<file path="config.mk">
export PLATFORM = sky130hd
export DESIGN_NAME = sitk_cell
export DESIGN_NICKNAME = d
export VERILOG_FILES = /design/src/sitk_pkg.sv /design/src/sitk_cell.sv
export SDC_FILE = /design/constraint.sdc
export NUM_CORES = 1
export LEC_CHECK = 0
export BUFFER_PORTS_ARGS = -buffer_cell sky130_fd_sc_hd__buf_2
export CORE_AREA = 2 2 213 215
export DETAILED_ROUTE_END_ITERATION = 6
export DIE_AREA = 0 0 215 217
export SETUP_SLACK_MARGIN = 0.2
export SLEW_MARGIN = 20
export SYNTH_ARGS = -nofsm -noshare
export SYNTH_HDL_FRONTEND = slang
export SYNTH_SLANG_ARGS = --single-unit
</file>
<file path="constraint.sdc">
create_clock -name clk -period 5.7 [get_ports clk]
set_input_delay 0.285 -clock clk [delete_from_list [all_inputs] [get_ports clk]]
set_output_delay 0.285 -clock clk [all_outputs]
set_load 0.01 [all_outputs]
</file>
<file path="src/sitk_pkg.sv">
// Package for the static interval top-k block: item types, list entry type and op codes.
// Used by every module of the block; depends on nothing else.
`timescale 1ns / 1ps
`default_nettype none

package sitk_pkg;

    // Default depth of the sorted top list
    localparam int TopCountDefault = 32;
    // Devices with an index at or above this count are ignored
    localparam int DeviceCount = 128;

    localparam int TS_W = 62;
    localparam int DEV_W = 7;
    localparam int VAL_W = 32;

    // Op codes of an input item
    localparam logic [1:0] OP_SAMPLE     = 2'd0;
    localparam logic [1:0] OP_DEVICE_END = 2'd1;
    localparam logic [1:0] OP_READOUT    = 2'd2;

    // Metric selector codes
    localparam logic [1:0] METRIC_ETVOC = 2'd0;
    localparam logic [1:0] METRIC_ECO2  = 2'd1;
    localparam logic [1:0] METRIC_NOISE = 2'd2;

    typedef struct packed {
        logic [1:0]              op;
        logic [DEV_W-1:0]        device_id;
        logic [TS_W-1:0]         timestamp_us;
        logic                    etvoc_valid;
        logic signed [VAL_W-1:0] etvoc_value;
        logic                    eco2_valid;
        logic signed [VAL_W-1:0] eco2_value;
        logic                    noise_valid;
        logic signed [VAL_W-1:0] noise_value;
    } sample_t;

    typedef struct packed {
        logic                    entry_valid;
        logic [DEV_W-1:0]        out_device;
        logic signed [VAL_W-1:0] out_value;
        logic [TS_W-1:0]         out_duration_us;
        logic                    last;
    } result_t;

    // One interval, either held in a cell or travelling down the chain
    typedef struct packed {
        logic                    valid;
        logic [DEV_W-1:0]        dev;
        logic signed [VAL_W-1:0] value;
        logic [TS_W-1:0]         dur;
    } entry_t;

    // Control shared by all cells of the chain
    typedef struct packed {
        logic shift;
    } cell_ctrl_t;

endpackage

`default_nettype wire

</file>
<file path="src/sitk_cell.sv">
// One cell of the sorted list: holds one interval and passes the shorter one on.
// Depends on sitk_pkg.
`timescale 1ns / 1ps
`default_nettype none

module sitk_cell (
    input  wire logic                clk,
    input  wire logic                rst_n,
    input  wire sitk_pkg::cell_ctrl_t ctrl,
    input  wire sitk_pkg::entry_t    tok_in,
    input  wire logic                bump_in,
    input  wire sitk_pkg::entry_t    right_held,
    output sitk_pkg::entry_t         tok_out,
    output logic                     bump_out,
    output sitk_pkg::entry_t         held
);
    import sitk_pkg::*;

    entry_t held_reg, held_next;
    entry_t tok_reg, tok_next;
    logic   bump_reg, bump_next;
    logic   take_in;

    // A strictly longer interval displaces the held one; ties keep arrival order.
    // An interval pushed down from the cell above arrived earlier than everything
    // below it, so it always takes this cell.
    assign take_in = tok_in.valid
                     && (bump_in || !held_reg.valid || (tok_in.dur > held_reg.dur));

    always_comb
    begin
        held_next       = held_reg;
        tok_next        = tok_in;
        tok_next.valid  = 1'b0;
        bump_next       = 1'b0;
        if (ctrl.shift)
        begin
            // Readout: the list moves one place towards the output
            held_next = right_held;
        end
        else if (take_in)
        begin
            held_next = tok_in;
            tok_next  = held_reg;
            bump_next = 1'b1;
        end
        else if (tok_in.valid)
        begin
            tok_next = tok_in;
        end
    end

    always_ff @(posedge clk or negedge rst_n)
    begin
        if (!rst_n)
        begin
            held_reg <= '0;
            tok_reg  <= '0;
            bump_reg <= 1'b0;
        end
        else
        begin
            held_reg <= held_next;
            tok_reg  <= tok_next;
            bump_reg <= bump_next;
        end
    end

    assign tok_out  = tok_reg;
    assign bump_out = bump_reg;
    assign held     = held_reg;

endmodule

`default_nettype wire

</file>
==> results.cfg <==
[detailed_routing]
antenna_left = 0
vias_per_cell = 4.78
dr.first_iter.drc_count = 648
drc = 0
routed_wl_um = 39200
first_pass_iters = 5
vias = 10100
wl_per_cell_um = 18.6

[global_route]
grtUsageMet2_pct = 27.8
antenna_found_initial = 4
grt_pass1_wl_um = 59700
grtUsageMet1_pct = 20.2
track_usage_pct = 16.2
grt_overflow_total = 0
grt_start_max_net_pins = 136
top_usage_layer = met2
grt_pass1_vias = 10400
met3_usage_pct = 2.85

[timing]
fmaxAchievable_mhz = 261
tns_ps = 0
finalWorstSetupSlack_ps = 1870
rsz0062_at_grt = no
drv_slew = 0
setup_violations = 0
finalHoldViolCount = 0
slew_headroom_pct = 32.0
fin_crit_sh_pct = 67.2
period_needed_ps = 3830
worstMarginPinSlew_ps = 1020
skew_ps = 16.6

[critical_path]
endpoint_kind = flop
critPathMaxFanout = 75
crit_chain = inv_1 -> ha_1 -> nand4_1 -> nor4_1 -> and3_1 -> o311ai_1 -> and4_4 -> nor3_4 -> buf_12 -> mux2_2
required_ps = 6110
start_kind = flop
slowest_stage = nor4_1
critPathMaxStageDelay_ps = 600
cp.arrival_ps = 4250
crit_type = flop to flop
crit_buf_inv = 2
path_delay_family = simple AND/OR/NAND/NOR gates

[synthesis]
ys_ff_latch = 205
syn_area_per_cell_um2 = 10.7
synthAdderAreaFrac_pct = 7.10
syn_area_mm2 = 0.0109
syn_nets = 1295
synth_xor_area_share_pct = 0
dominantRegCellSynth = dfrtp_1
synthArstFlopShare_pct = 100
synthMuxAreaShare_pct = 13.1
ys_top_cells_by_count = dfrtp_1, a21oi_1, o21ai_0
synthesis.instances = 1025
synth-edff-count = 0
synthTopCellsByArea = dfrtp_1, mux2_4, ha_1
synth_compound_area_share_pct = 17.9
yosys.area_share.simple_pct = 8.63
synth_top_family_by_area = compound AO/OA/AOI/OAI gates
synth_seq_area_share_pct = 46.9
synth_warnings = 0
yosys.cell_count.top_type = dfrtp_1
yosys.area.top_type = dfrtp_1
netlist-cell-type-count = 38
synth_top_area_share_pct = 46.9

[placement]
place_hpwl_um = 26300
post-place-ws_ps = 1850
portBuffers = 412
gp_congestion = 0.829

[power]
combPwrFrac_pct = 23.1
p_int_mw = 2.98
p_switching_mw = 1.27
power_density_mw_per_mm2 = 279
p_leak_nw = 7.15
max-vdd-ir-drop_mv = 0.178
p_sw_share_pct = 29.9
clock_power_share_pct = 36.9
p_seq_share_pct = 40.0

[flow_run]
drv_cap = 0

[finish]
final_nets = 1763
syn2layout_area_growth_pct = 39.2
drive_gt1_share_pct = 37.4
regArea_mm2 = 0.00513
nFillCells = 4535
multi_input_area_mm2 = 0.00513

[cts]
insertion_delay_ps = 530
h-tree-depth = 1
cts-root-buf = clkbuf_16
cts_sinks = 205
cts_resized = 0
cts_max_path_buffers = 3
clkTransAtPathRegs_ps = 60
numCtsBuffers = 25
cts_tree = built

[status]
status = finished clean

[floorplanning]
initial_core_util_pct = 24.5
row_count = 78
io_pins = 413
die_w_um = 215
core_mm2 = 0.0447
die_y_um = 217
dieArea_mm2 = 0.0467

[min_path]
hold_path_class = input port to flop
## final timing paths
path                       cells after the start  slack (ps)            from          end
max                                           10        1870        held[57]   tok_out[9]
min reg2reg                                    1         520        held[84]  tok_out[84]
min                                            3          20  right_held[78]     held[78]
max in group asynchronous                      3        4220           rst_n     held[32]
max reg2reg                                   10        1870        held[57]   tok_out[9]
min in group asynchronous                      2         330           rst_n  tok_out[73]
## layout by cell type (no fill, tap or decap), drive strengths merged, types with 2 or more instances in the layout
master,instances
diode,2
nor2,7
inv,65
a211oi,2
nor3,6
a31oi,101
a21oi,127
nand2,14
a21o,4
clkbuf,34
buf,421
clkinv,4
bufinv,2
ha,62
nor2b,102
dlygate4sd3,98
mux2,101
dfrtp,205
o21ai,112
o21a,2
nand2b,3
nor4,4
nand4,14
nand3,6
## metrics by stage
stage / power, mW / util [%] / cell area [µm²] / hold WS (ps) / cells
2_1_floorplan: 2.23 / - / 10900 / -10.6 / 1025
4_1_cts: 4.30 / 34.0 / 15200 / 0.0833 / 2107
3_3_place_gp: 2.64 / 30.1 / 13400 / 368 / 1968
6_report: 4.24 / 34.0 / 15200 / 20.3 / 2109
3_5_place_dp: 2.66 / 30.1 / 13400 / 367 / 1968
5_1_grt: 4.46 / 34.0 / 15200 / 12.8 / 2109
## cell type report
cell class | instances | share of cell area, %
Sequential cell | 205 | 33.7
Multi-Input combinational cell | 677 | 33.7
Timing Repair Buffer | 519 | 20.9
Tap cell | 600 | 4.94
Clock buffer | 34 | 4.53
Inverter | 65 | 1.60
Clock inverter | 7 | 0.576
Antenna cell | 2 | 0.0329
## power groups by stage
stage / clock network [mW] / logic, mW / registers, mW
floorplan: 0 / 0.451 / 1.78
global placement: 0 / 0.919 / 1.72
detailed placement: 0 / 0.933 / 1.73
CTS: 1.61 / 0.992 / 1.70
global route: 1.67 / 1.08 / 1.72
finish: 1.56 / 0.981 / 1.70
## routing by layer
metal,wire [µm],vias to the layer above
li1,-,4598
met1,16300,4986
met2,19200,398
met3,2290,90
met4,1440,4
met5,21,-
## tightest hold or removal path: stages
cell,delay (ps)
buf_2,80
nor2b_1,30
a21oi_1,110
## logic make-up after synthesis
family | count (synthesis)
adders and majority gates | 62
muxes | 101
AOI/OAI and AO/OA | 356
buffers and inverters | 143
and+or+nand+nor | 158
DFF | 205
## what timing repair did
action                                  CTS  global route
hold endpoints to repair                192             0
hold buffers                             98             0
endpoints found under the setup margin    0             0
setup buffers                             0             0
No activity file was read; power rests on OpenSTA's default activity.
