## src/sitk_pkg.sv

```systemverilog
// Package for the static interval top-k block: item types, list entry type and op codes.
// Used by every module of the block; depends on nothing else.
`timescale 1ns / 1ps
`default_nettype none

package sitk_pkg;

    // Default depth of the sorted top list
    localparam int TopCountDefault = 32;
    // Devices with an index at or above this count are ignored
    localparam int DeviceCount = 128;

    localparam int TS_W = 62;
    localparam int DEV_W = 7;
    localparam int VAL_W = 32;

    // Op codes of an input item
    localparam logic [1:0] OP_SAMPLE     = 2'd0;
    localparam logic [1:0] OP_DEVICE_END = 2'd1;
    localparam logic [1:0] OP_READOUT    = 2'd2;

    // Metric selector codes
    localparam logic [1:0] METRIC_ETVOC = 2'd0;
    localparam logic [1:0] METRIC_ECO2  = 2'd1;
    localparam logic [1:0] METRIC_NOISE = 2'd2;

    typedef struct packed {
        logic [1:0]              op;
        logic [DEV_W-1:0]        device_id;
        logic [TS_W-1:0]         timestamp_us;
        logic                    etvoc_valid;
        logic signed [VAL_W-1:0] etvoc_value;
        logic                    eco2_valid;
        logic signed [VAL_W-1:0] eco2_value;
        logic                    noise_valid;
        logic signed [VAL_W-1:0] noise_value;
    } sample_t;

    typedef struct packed {
        logic                    entry_valid;
        logic [DEV_W-1:0]        out_device;
        logic signed [VAL_W-1:0] out_value;
        logic [TS_W-1:0]         out_duration_us;
        logic                    last;
    } result_t;

    // One interval, either held in a cell or travelling down the chain
    typedef struct packed {
        logic                    valid;
        logic [DEV_W-1:0]        dev;
        logic signed [VAL_W-1:0] value;
        logic [TS_W-1:0]         dur;
    } entry_t;

    // Control shared by all cells of the chain
    typedef struct packed {
        logic shift;
    } cell_ctrl_t;

endpackage

`default_nettype wire

```

## src/sitk_run_tracker.sv

```systemverilog
// Run tracker: follows the open run of the selected metric and emits a closed interval.
// Depends on sitk_pkg.
`timescale 1ns / 1ps
`default_nettype none

module sitk_run_tracker (
    input  wire logic             clk,
    input  wire logic             rst_n,
    input  wire logic             accept,
    input  wire sitk_pkg::sample_t item,
    input  wire logic [1:0]       metric_select,
    output sitk_pkg::entry_t      tok
);
    import sitk_pkg::*;

    logic                    run_open_reg, run_open_next;
    logic signed [VAL_W-1:0] run_value_reg, run_value_next;
    logic [DEV_W-1:0]        run_device_reg, run_device_next;
    logic [TS_W-1:0]         run_start_reg, run_start_next;
    logic [TS_W-1:0]         run_end_reg, run_end_next;
    entry_t                  tok_reg, tok_next;

    logic                    sel_valid;
    logic signed [VAL_W-1:0] sel_value;
    logic                    dev_in_range;
    logic                    extend;
    logic                    close_run;
    logic [TS_W-1:0]         dur;

    // Pick the tracked metric
    always_comb
    begin
        case (metric_select)
            METRIC_ETVOC:
            begin
                sel_valid = item.etvoc_valid;
                sel_value = item.etvoc_value;
            end
            METRIC_ECO2:
            begin
                sel_valid = item.eco2_valid;
                sel_value = item.eco2_value;
            end
            METRIC_NOISE:
            begin
                sel_valid = item.noise_valid;
                sel_value = item.noise_value;
            end
            default:
            begin
                sel_valid = 1'b0;
                sel_value = '0;
            end
        endcase
    end

    assign dev_in_range = {1'b0, item.device_id} < (DEV_W+1)'(DeviceCount);
    // The run carries on only for the same device with the same valid value
    assign extend = run_open_reg && (run_device_reg == item.device_id) && sel_valid
                    && (sel_value == run_value_reg);
    // A backwards step in time gives a zero length interval
    assign dur = (run_end_reg >= run_start_reg) ? (run_end_reg - run_start_reg) : '0;

    // Next run state and the closing interval
    always_comb
    begin
        run_open_next   = run_open_reg;
        run_value_next  = run_value_reg;
        run_device_next = run_device_reg;
        run_start_next  = run_start_reg;
        run_end_next    = run_end_reg;
        close_run       = 1'b0;
        if (accept && item.op == OP_SAMPLE && dev_in_range)
        begin
            if (extend)
            begin
                run_end_next = item.timestamp_us;
            end
            else
            begin
                close_run     = run_open_reg;
                run_open_next = sel_valid;
                if (sel_valid)
                begin
                    run_value_next  = sel_value;
                    run_device_next = item.device_id;
                    run_start_next  = item.timestamp_us;
                    run_end_next    = item.timestamp_us;
                end
            end
        end
        else if (accept && item.op == OP_DEVICE_END)
        begin
            close_run     = run_open_reg;
            run_open_next = 1'b0;
        end
        tok_next.valid = close_run;
        tok_next.dev   = run_device_reg;
        tok_next.value = run_value_reg;
        tok_next.dur   = dur;
    end

    always_ff @(posedge clk or negedge rst_n)
    begin
        if (!rst_n)
        begin
            run_open_reg   <= 1'b0;
            run_value_reg  <= '0;
            run_device_reg <= '0;
            run_start_reg  <= '0;
            run_end_reg    <= '0;
            tok_reg        <= '0;
        end
        else
        begin
            run_open_reg   <= run_open_next;
            run_value_reg  <= run_value_next;
            run_device_reg <= run_device_next;
            run_start_reg  <= run_start_next;
            run_end_reg    <= run_end_next;
            tok_reg        <= tok_next;
        end
    end

    assign tok = tok_reg;

endmodule

`default_nettype wire

```

## config.mk

```make
export PLATFORM = sky130hd
export DESIGN_NAME = sitk_run_tracker
export DESIGN_NICKNAME = d
export VERILOG_FILES = /design/src/sitk_pkg.sv /design/src/sitk_run_tracker.sv
export SDC_FILE = /design/constraint.sdc
export NUM_CORES = 1
export LEC_CHECK = 0
export ABC_AREA = 1
export BUFFER_PORTS_ARGS = -buffer_cell sky130_fd_sc_hd__buf_2
export CELL_PAD_IN_SITES_DETAIL_PLACEMENT = 1
export CELL_PAD_IN_SITES_GLOBAL_PLACEMENT = 1
export CORE_UTILIZATION = 40
export CTS_CLUSTER_DIAMETER = 50
export DETAILED_ROUTE_END_ITERATION = 10
export PLACE_DENSITY_LB_ADDON = 0.05
export SYNTH_ARGS = -nofsm -noshare
export SYNTH_HDL_FRONTEND = slang
export SYNTH_SLANG_ARGS = --single-unit
```

## constraint.sdc

```tcl
create_clock -name clk -period 3.32 [get_ports clk]
set_input_delay 0.664 -clock clk [delete_from_list [all_inputs] [get_ports clk]]
set_output_delay 0.664 -clock clk [all_outputs]
set_load 0.05 [all_outputs]
```

==> results of run 1 <==
[metrics by stage]
stage / setup WS, ns / power, W / instance area, um2 / hold WS (ns)
2_1_floorplan: 0.932 / 0.0103 / 15700 / 0.368
3_3_place_gp: 0.142 / 0.0129 / 17700 / 0.394
3_5_place_dp: 0.0661 / 0.0131 / 17700 / 0.393
4_1_cts: 0.248 / 0.0166 / 18700 / 0.0836
5_1_grt: 0.0293 / 0.0177 / 18700 / 0.116
6_report: 0.261 / 0.0164 / 18700 / 0.0736
[synth_stat cells, types with 2 or more instances]
master	instances	area share [%]
xnor2_1	16	0.89
ha_1	62	4.9
nand3_1	175	5.6
o21bai_1	10	0.48
a21o_1	6	0.29
nor2_1	213	5.1
nand2_1	614	15
buf_4	10	0.48
nor3_1	25	0.79
inv_4	2	0.079
a21boi_0	7	0.33
buf_2	5	0.16
o21ai_0	147	4.7
buf_6	19	1.4
a31oi_1	6	0.24
dfrtp_1	266	42
nand4_1	29	1.2
nor4_1	3	0.12
o21a_1	4	0.19
inv_1	373	8.9
xor2_1	10	0.56
nor2_4	2	0.14
clkbuf_1	23	0.55
o21ai_1	45	1.4
nand3_2	2	0.13
a21oi_1	92	2.9
or2_2	20	0.79
nand2_2	3	0.12
[metal layers]
metal	routed length [um]	GRT usage (%)	up-vias
li1	-	-	7452
met4	1130	6.82	20
met3	2550	4.44	85
met2	24900	45.0	308
met5	112	0	-
met1	23600	34.5	7249
[worst max-delay path by stage]
stage	from	to	slack, ns
floorplan	metric_select[1]	run_start_reg[10]	0.93
global placement	metric_select[1]	run_start_reg[54]	0.14
detailed placement	metric_select[1]	run_start_reg[55]	0.07
CTS	run_start_reg[0]	tok[28]	0.25
global route	run_start_reg[0]	tok[49]	0.03
finish	run_start_reg[0]	tok[28]	0.26
[worst max-delay path, delay by kind of cell, from the launching register on]
family          cells  cell delay [ns]
simple gates        7             1.14
flops               1             0.39
buf+inv             2             0.42
compound gates      1             0.32
fa+ha+maj           2             0.73
[cell type report]
class,instances,area share [%]
multi-input combinational,1500,38.9
sequential,266,35.7
timing repair buffer,301,8.93
inverter,376,7.59
clock buffer,40,4.50
tap,518,3.47
clock inverter,17,0.912
antenna,3,0.0402
[cells by family after synthesis]
family	count (synthesis)	synth area share, %
XOR/XNOR	26	1.45
AO/OA/AOI/OAI	319	10.7
AND/OR/NAND/NOR	1092	28.9
adder cells (fa/ha/maj)	63	5.06
flip-flops	266	42.3
buffers and inverters	434	11.6
[power by group]
group          switching (W)  internal [W]
logic                0.00610       0.00244
registers           0.000439       0.00411
clock network        0.00140       0.00195
==> flow_results.xml, run 1 <==
<?xml version="1.0" encoding="UTF-8"?>
<metrics>
  <group name="sta">
    <metric name="finalSetupViolCount" unit="">0</metric>
    <metric name="fmax" unit="MHz">327</metric>
    <metric name="slew_headroom" unit="%">52.2</metric>
    <metric name="setup-tns-final" unit="ns">0</metric>
    <metric name="setup_repair_after_global_routing_missed_its_margin" unit="">no</metric>
    <metric name="slew_viol_final" unit="">0</metric>
    <metric name="layout_min_cycle_time" unit="ns">3.06</metric>
    <metric name="tightest_slew" unit="ns">0.710</metric>
    <metric name="finalHoldViolations" unit="">0</metric>
    <metric name="setup_skew" unit="ns">0.0230</metric>
    <metric name="fin_crit_sh" unit="%">92.1</metric>
  </group>
  <group name="hold_path">
    <metric name="hp-class" unit="">input port to async pin</metric>
  </group>
  <group name="clock_tree">
    <metric name="insertion_delay" unit="ns">0.58</metric>
    <metric name="ctsRootBufferMaster" unit="">clkbuf_16</metric>
    <metric name="numCtsBuffers" unit="">31</metric>
    <metric name="cts_sinks" unit="">266</metric>
    <metric name="post_cts.resized_instances" unit="">0</metric>
    <metric name="htree_num_levels" unit="">1</metric>
    <metric name="cts.repair_timing.setup_buffer_count" unit="">0</metric>
    <metric name="postCtsHoldBufs" unit="">0</metric>
    <metric name="clock_tree.buffer_depth" unit="">3</metric>
    <metric name="cts_clk_pin_slew_worst_paths" unit="ns">0.06</metric>
    <metric name="cts_tree" unit="">built</metric>
  </group>
  <group name="critical_path">
    <metric name="reg2reg_slack" unit="ns">0.26</metric>
    <metric name="crit_path_start_kind" unit="">flop</metric>
    <metric name="critical_path.cell_chain" unit="">ha_1 -&gt; fa_1 -&gt; nor3_1 -&gt; nor2_1 -&gt; o21ai_0 -&gt; nand2_1 -&gt; nand2_1 -&gt; nand3_1 -&gt; nand3_2 -&gt; buf_4 -&gt; nand3_1 -&gt; inv_1</metric>
    <metric name="critical_path_peak_fanout" unit="">17</metric>
    <metric name="cp.arrival" unit="ns">3.56</metric>
    <metric name="critical-path-slowest-cell" unit="">fa_1</metric>
    <metric name="crit_path_max_incr_delay" unit="ns">0.44</metric>
    <metric name="regToRegStartpoint" unit="">run_start_reg[0]</metric>
    <metric name="cp_data_required_time" unit="ns">3.82</metric>
    <metric name="crit_type" unit="">flop to flop</metric>
    <metric name="worstSetupEndpointType" unit="">flop</metric>
    <metric name="reg2regPathDepth" unit="">12</metric>
    <metric name="worst_flop_to_flop_path_endpoint" unit="">tok[28]</metric>
  </group>
  <group name="floorplan">
    <metric name="design.portCount" unit="">277</metric>
    <metric name="die-area" unit="um2">40100</metric>
    <metric name="effective_utilization_at_floorplan" unit="%">40.6</metric>
    <metric name="core.rowCount" unit="">72</metric>
    <metric name="core_area" unit="um2">38700</metric>
    <metric name="floorplan.die.height" unit="um">200</metric>
    <metric name="chipWidth" unit="um">200</metric>
  </group>
  <group name="yosys">
    <metric name="synth_cell_types" unit="">39</metric>
    <metric name="ys_warn_count" unit="">0</metric>
    <metric name="synth-edff-count" unit="">0</metric>
    <metric name="postSynthCellCount" unit="">2200</metric>
    <metric name="synthArstFlopShare" unit="%">100</metric>
    <metric name="synth_fp_nets" unit="">2438</metric>
    <metric name="yosysSeqAreaShare" unit="%">42.3</metric>
    <metric name="synth_area_per_cell" unit="um2">7.15</metric>
    <metric name="ys.flop_type" unit="">dfrtp_1</metric>
    <metric name="yosys_register_bits" unit="">266</metric>
    <metric name="syn_area" unit="um2">15700</metric>
  </group>
  <group name="global_routing">
    <metric name="first_pass_grt_wire_length" unit="um">84600</metric>
    <metric name="antenna_found_initial" unit="">13</metric>
    <metric name="via_count_of_the_first_global_routing_pass" unit="">16000</metric>
    <metric name="globalRouteTotalUtil" unit="%">26.4</metric>
    <metric name="grt_max_degree" unit="">125</metric>
    <metric name="total_congestion_overflow" unit="">0</metric>
  </group>
  <group name="route">
    <metric name="drt_pass1_iterations" unit="">5</metric>
    <metric name="routed_wire_length_per_instance" unit="um">17.3</metric>
    <metric name="postRouteAntennaNets" unit="">0</metric>
    <metric name="drt_iter0_drc" unit="">599</metric>
    <metric name="post-route-drc-count" unit="">0</metric>
    <metric name="routed-via-count" unit="">15100</metric>
    <metric name="via_per_inst" unit="">5.00</metric>
    <metric name="detail_route.wirelength" unit="um">52300</metric>
  </group>
  <group name="layout">
    <metric name="post_route_cells_drive_above_1_share" unit="%">15.4</metric>
    <metric name="final_cells" unit="">3021</metric>
    <metric name="flip_flop_count_of_the_largest_register_after_layout" unit="">102</metric>
    <metric name="postLayoutCoreUtil" unit="%">48.2</metric>
    <metric name="flow.area_growth_from_synthesis" unit="%">18.6</metric>
    <metric name="final_net_count" unit="">2714</metric>
    <metric name="mostFrequentLayoutCell" unit="">nand2_1</metric>
    <metric name="multi_input_logic_area" unit="um2">7260</metric>
    <metric name="final.fill_count" unit="">5121</metric>
    <metric name="layout.cells.most_common_list" unit="">nand2_1 (613), inv_1 (373), buf_2 (275)</metric>
    <metric name="area_taken_by_flip_flops_and_latches" unit="um2">6660</metric>
  </group>
  <group name="placed_design">
    <metric name="detailed_place_hpwl" unit="um">42200</metric>
    <metric name="post-place-cells" unit="">2961</metric>
    <metric name="routability_congestion_estimate" unit="">0.918</metric>
    <metric name="placement.io_buffers" unit="">276</metric>
  </group>
  <group name="status">
    <metric name="outcome" unit="">completed</metric>
  </group>
  <group name="power">
    <metric name="pwr_density_cell" unit="nW/um2">881</metric>
    <metric name="ir_worst_vdd" unit="uV">454</metric>
    <metric name="leakage" unit="nW">10.3</metric>
  </group>
  <group name="flow_run">
    <metric name="drv_cap" unit="">0</metric>
  </group>
</metrics>
Power figures use the tool's default switching activity.
==> run 2: changes to the inputs <==
==> constraint.sdc (replaced) <==
create_clock -name clk -period 3 [get_ports clk]
set_input_delay 0.6 -clock clk [delete_from_list [all_inputs] [get_ports clk]]
set_output_delay 0.6 -clock clk [all_outputs]
set_load 0.05 [all_outputs]
==> flow_results.xml, run 2 (synthesis results as in run 1) <==
<?xml version="1.0" encoding="UTF-8"?>
<metrics>
  <group name="floorplan">
    <metric name="core_area" unit="um2">38700</metric>
    <metric name="core.rowCount" unit="">72</metric>
    <metric name="design.portCount" unit="">277</metric>
    <metric name="chipWidth" unit="um">200</metric>
    <metric name="effective_utilization_at_floorplan" unit="%">40.6</metric>
    <metric name="floorplan.die.height" unit="um">200</metric>
    <metric name="die-area" unit="um2">40100</metric>
  </group>
  <group name="power">
    <metric name="ir_worst_vdd" unit="uV">481</metric>
    <metric name="cell_internal_pwr" unit="W">0.00962</metric>
    <metric name="comb_power_share" unit="%">52.0</metric>
    <metric name="power_frac_seq" unit="%">27.3</metric>
    <metric name="clock_power_share" unit="%">20.7</metric>
    <metric name="netSwitchingFraction" unit="%">47.9</metric>
    <metric name="pwr_density_cell" unit="nW/um2">981</metric>
    <metric name="leakage" unit="nW">10.4</metric>
    <metric name="power.switching" unit="W">0.00885</metric>
  </group>
  <group name="critical_path">
    <metric name="cp.arrival" unit="ns">3.29</metric>
    <metric name="crit_path_start_kind" unit="">flop</metric>
    <metric name="worstSetupEndpointType" unit="">flop</metric>
    <metric name="cp.buffers_inverters" unit="">3</metric>
    <metric name="reg2reg_slack" unit="ns">0.15</metric>
    <metric name="cp_data_required_time" unit="ns">3.45</metric>
    <metric name="critical-path-top-delay-family" unit="">compound AO/OA/AOI/OAI gates</metric>
    <metric name="critical-path-slowest-cell" unit="">ha_1</metric>
    <metric name="critical_path.cell_chain" unit="">inv_1 -&gt; ha_1 -&gt; a21oi_1 -&gt; a21boi_0 -&gt; o21ai_0 -&gt; a21o_1 -&gt; a21oi_1 -&gt; nand3_4 -&gt; inv_1 -&gt; buf_4 -&gt; nor2_1</metric>
    <metric name="critical_path_peak_fanout" unit="">15</metric>
    <metric name="crit_path_max_incr_delay" unit="ns">0.39</metric>
    <metric name="crit_type" unit="">flop to flop</metric>
  </group>
  <group name="layout">
    <metric name="final_net_count" unit="">2725</metric>
    <metric name="final.fill_count" unit="">5059</metric>
    <metric name="flip_flop_count_of_the_largest_register_after_layout" unit="">102</metric>
    <metric name="flow.area_growth_from_synthesis" unit="%">19.7</metric>
    <metric name="final_cells" unit="">3031</metric>
    <metric name="post_route_cells_drive_above_1_share" unit="%">15.9</metric>
    <metric name="mostFrequentLayoutCell" unit="">nand2_1</metric>
    <metric name="layout.cells.most_common_list" unit="">nand2_1 (613), inv_1 (373), buf_2 (275)</metric>
  </group>
  <group name="clock_tree">
    <metric name="cts_clk_pin_slew_worst_paths" unit="ns">0.06</metric>
    <metric name="cts.repair_timing.setup_buffer_count" unit="">0</metric>
    <metric name="htree_num_levels" unit="">1</metric>
    <metric name="ctsRootBufferMaster" unit="">clkbuf_16</metric>
    <metric name="clock_tree.buffer_depth" unit="">3</metric>
    <metric name="insertion_delay" unit="ns">0.58</metric>
    <metric name="numCtsBuffers" unit="">31</metric>
    <metric name="cts_tree" unit="">built</metric>
    <metric name="cts_sinks" unit="">266</metric>
  </group>
  <group name="global_routing">
    <metric name="first_pass_grt_wire_length" unit="um">85500</metric>
    <metric name="via_count_of_the_first_global_routing_pass" unit="">15900</metric>
    <metric name="grt_max_degree" unit="">125</metric>
    <metric name="total_congestion_overflow" unit="">0</metric>
    <metric name="globalRouteTotalUtil" unit="%">26.8</metric>
    <metric name="antenna_found_initial" unit="">11</metric>
  </group>
  <group name="placed_design">
    <metric name="post-place-cells" unit="">2971</metric>
    <metric name="detailed_place_hpwl" unit="um">42700</metric>
    <metric name="routability_congestion_estimate" unit="">0.952</metric>
    <metric name="placement.io_buffers" unit="">276</metric>
    <metric name="pre_cts_slack" unit="ns">-0.0408</metric>
  </group>
  <group name="sta">
    <metric name="slew_headroom" unit="%">61.1</metric>
    <metric name="post-route-worst-setup-slack" unit="ns">0.154</metric>
    <metric name="layout_min_cycle_time" unit="ns">2.85</metric>
    <metric name="setup_skew" unit="ns">0.0211</metric>
    <metric name="tightest_slew" unit="ns">0.578</metric>
    <metric name="fmax" unit="MHz">351</metric>
    <metric name="fin_crit_sh" unit="%">94.9</metric>
    <metric name="finalHoldViolations" unit="">0</metric>
    <metric name="finalSetupViolCount" unit="">0</metric>
    <metric name="setup_repair_after_global_routing_missed_its_margin" unit="">no</metric>
    <metric name="slew_viol_final" unit="">0</metric>
  </group>
  <group name="route">
    <metric name="postRouteAntennaNets" unit="">0</metric>
    <metric name="routed_wire_length_per_instance" unit="um">17.6</metric>
    <metric name="post-route-drc-count" unit="">0</metric>
    <metric name="via_per_inst" unit="">4.96</metric>
    <metric name="drt_iter0_drc" unit="">638</metric>
    <metric name="detail_route.wirelength" unit="um">53300</metric>
    <metric name="routed-via-count" unit="">15000</metric>
    <metric name="drt_pass1_iterations" unit="">5</metric>
  </group>
  <group name="hold_path">
    <metric name="hp-class" unit="">input port to flop</metric>
  </group>
  <group name="flow_run">
    <metric name="drv_cap" unit="">0</metric>
  </group>
  <group name="status">
    <metric name="outcome" unit="">completed</metric>
  </group>
</metrics>
[run 2: cell types whose count changed in the layout (fill, tap and decap cells not counted), sizes merged]
cell         previous run  this run
clkinv                 12         9
buf                   301       311
clkbuf                 40        44
clkinvlp                1         2
inv                   378       375
dlygate4sd3             0         1
[run 2: stage by stage]
stage	TNS, ns	total power, W	util, %	hold slack (ns)	instance area [um2]
after floorplan	0	0.0114	-	0.304	15700
after global placement	0	0.0145	45.9	0.388	17800
after detailed placement	-0.118	0.0147	45.9	0.388	17800
after CTS	0	0.0186	48.6	0.252	18800
after global routing	0	0.0198	48.6	0.274	18800
final	0	0.0185	48.6	0.273	18800
[run 2: path summary, 6_finish.rpt]
kind	start	endpoint	cells after the start
max	run_start_reg[33]	tok[37]	11
min	item[129]	run_start_reg[30]	3
max reg2reg	run_start_reg[33]	tok[37]	11
min reg2reg	run_value_reg[17]	tok[79]	0
max in group asynchronous	rst_n	run_value_reg[21]	3
min in group asynchronous	rst_n	tok[12]	2
[run 2: repair_timing]
| action | in CTS | in global routing |
|---|---|---|
| setup endpoints to repair | 1 | 31 |
| resized for setup | 1 | 7 |
| endpoints found under the hold margin | 41 | 0 |
| pin swaps | 0 | 0 |
| hold buffers | 1 | 0 |
[run 2: power by group through the flow]
| stage | Combinational, W | Clock, W | Sequential [W] |
|---|---|---|---|
| 2_1_floorplan | 0.00496 | 0 | 0.00648 |
| 3_3_place_gp | 0.00939 | 0 | 0.00506 |
| 3_5_place_dp | 0.00956 | 0 | 0.00509 |
| 4_1_cts | 0.00961 | 0.00390 | 0.00506 |
| 5_1_grt | 0.0106 | 0.00404 | 0.00516 |
| 6_report | 0.00961 | 0.00382 | 0.00505 |
[run 2: metal layers]
metal	global-route usage, %	up-vias	routed length (um)
met4	6.11	16	996
met3	4.31	74	2370
met5	0	-	102
li1	-	7463	-
met2	45.4	299	25200
met1	35.9	7194	24600
[run 2: layout make-up]
class                   count  area [um2]  share of cell area, %
clock buffers              44         915                   4.86
clock inverters            12         123                  0.651
inverters                 376        1420                   7.52
flip-flops and latches    266        6660                   35.3
well taps                 518         648                   3.44
multi-input cells        1500        7280                   38.7
repair buffers            312        1790                   9.50
diodes                      3        7.51                 0.0399
[run 2: tightest hold or removal path: stages]
cell and delay (ns):
buf_2 0.09, inv_1 0.05, o21ai_1 0.06
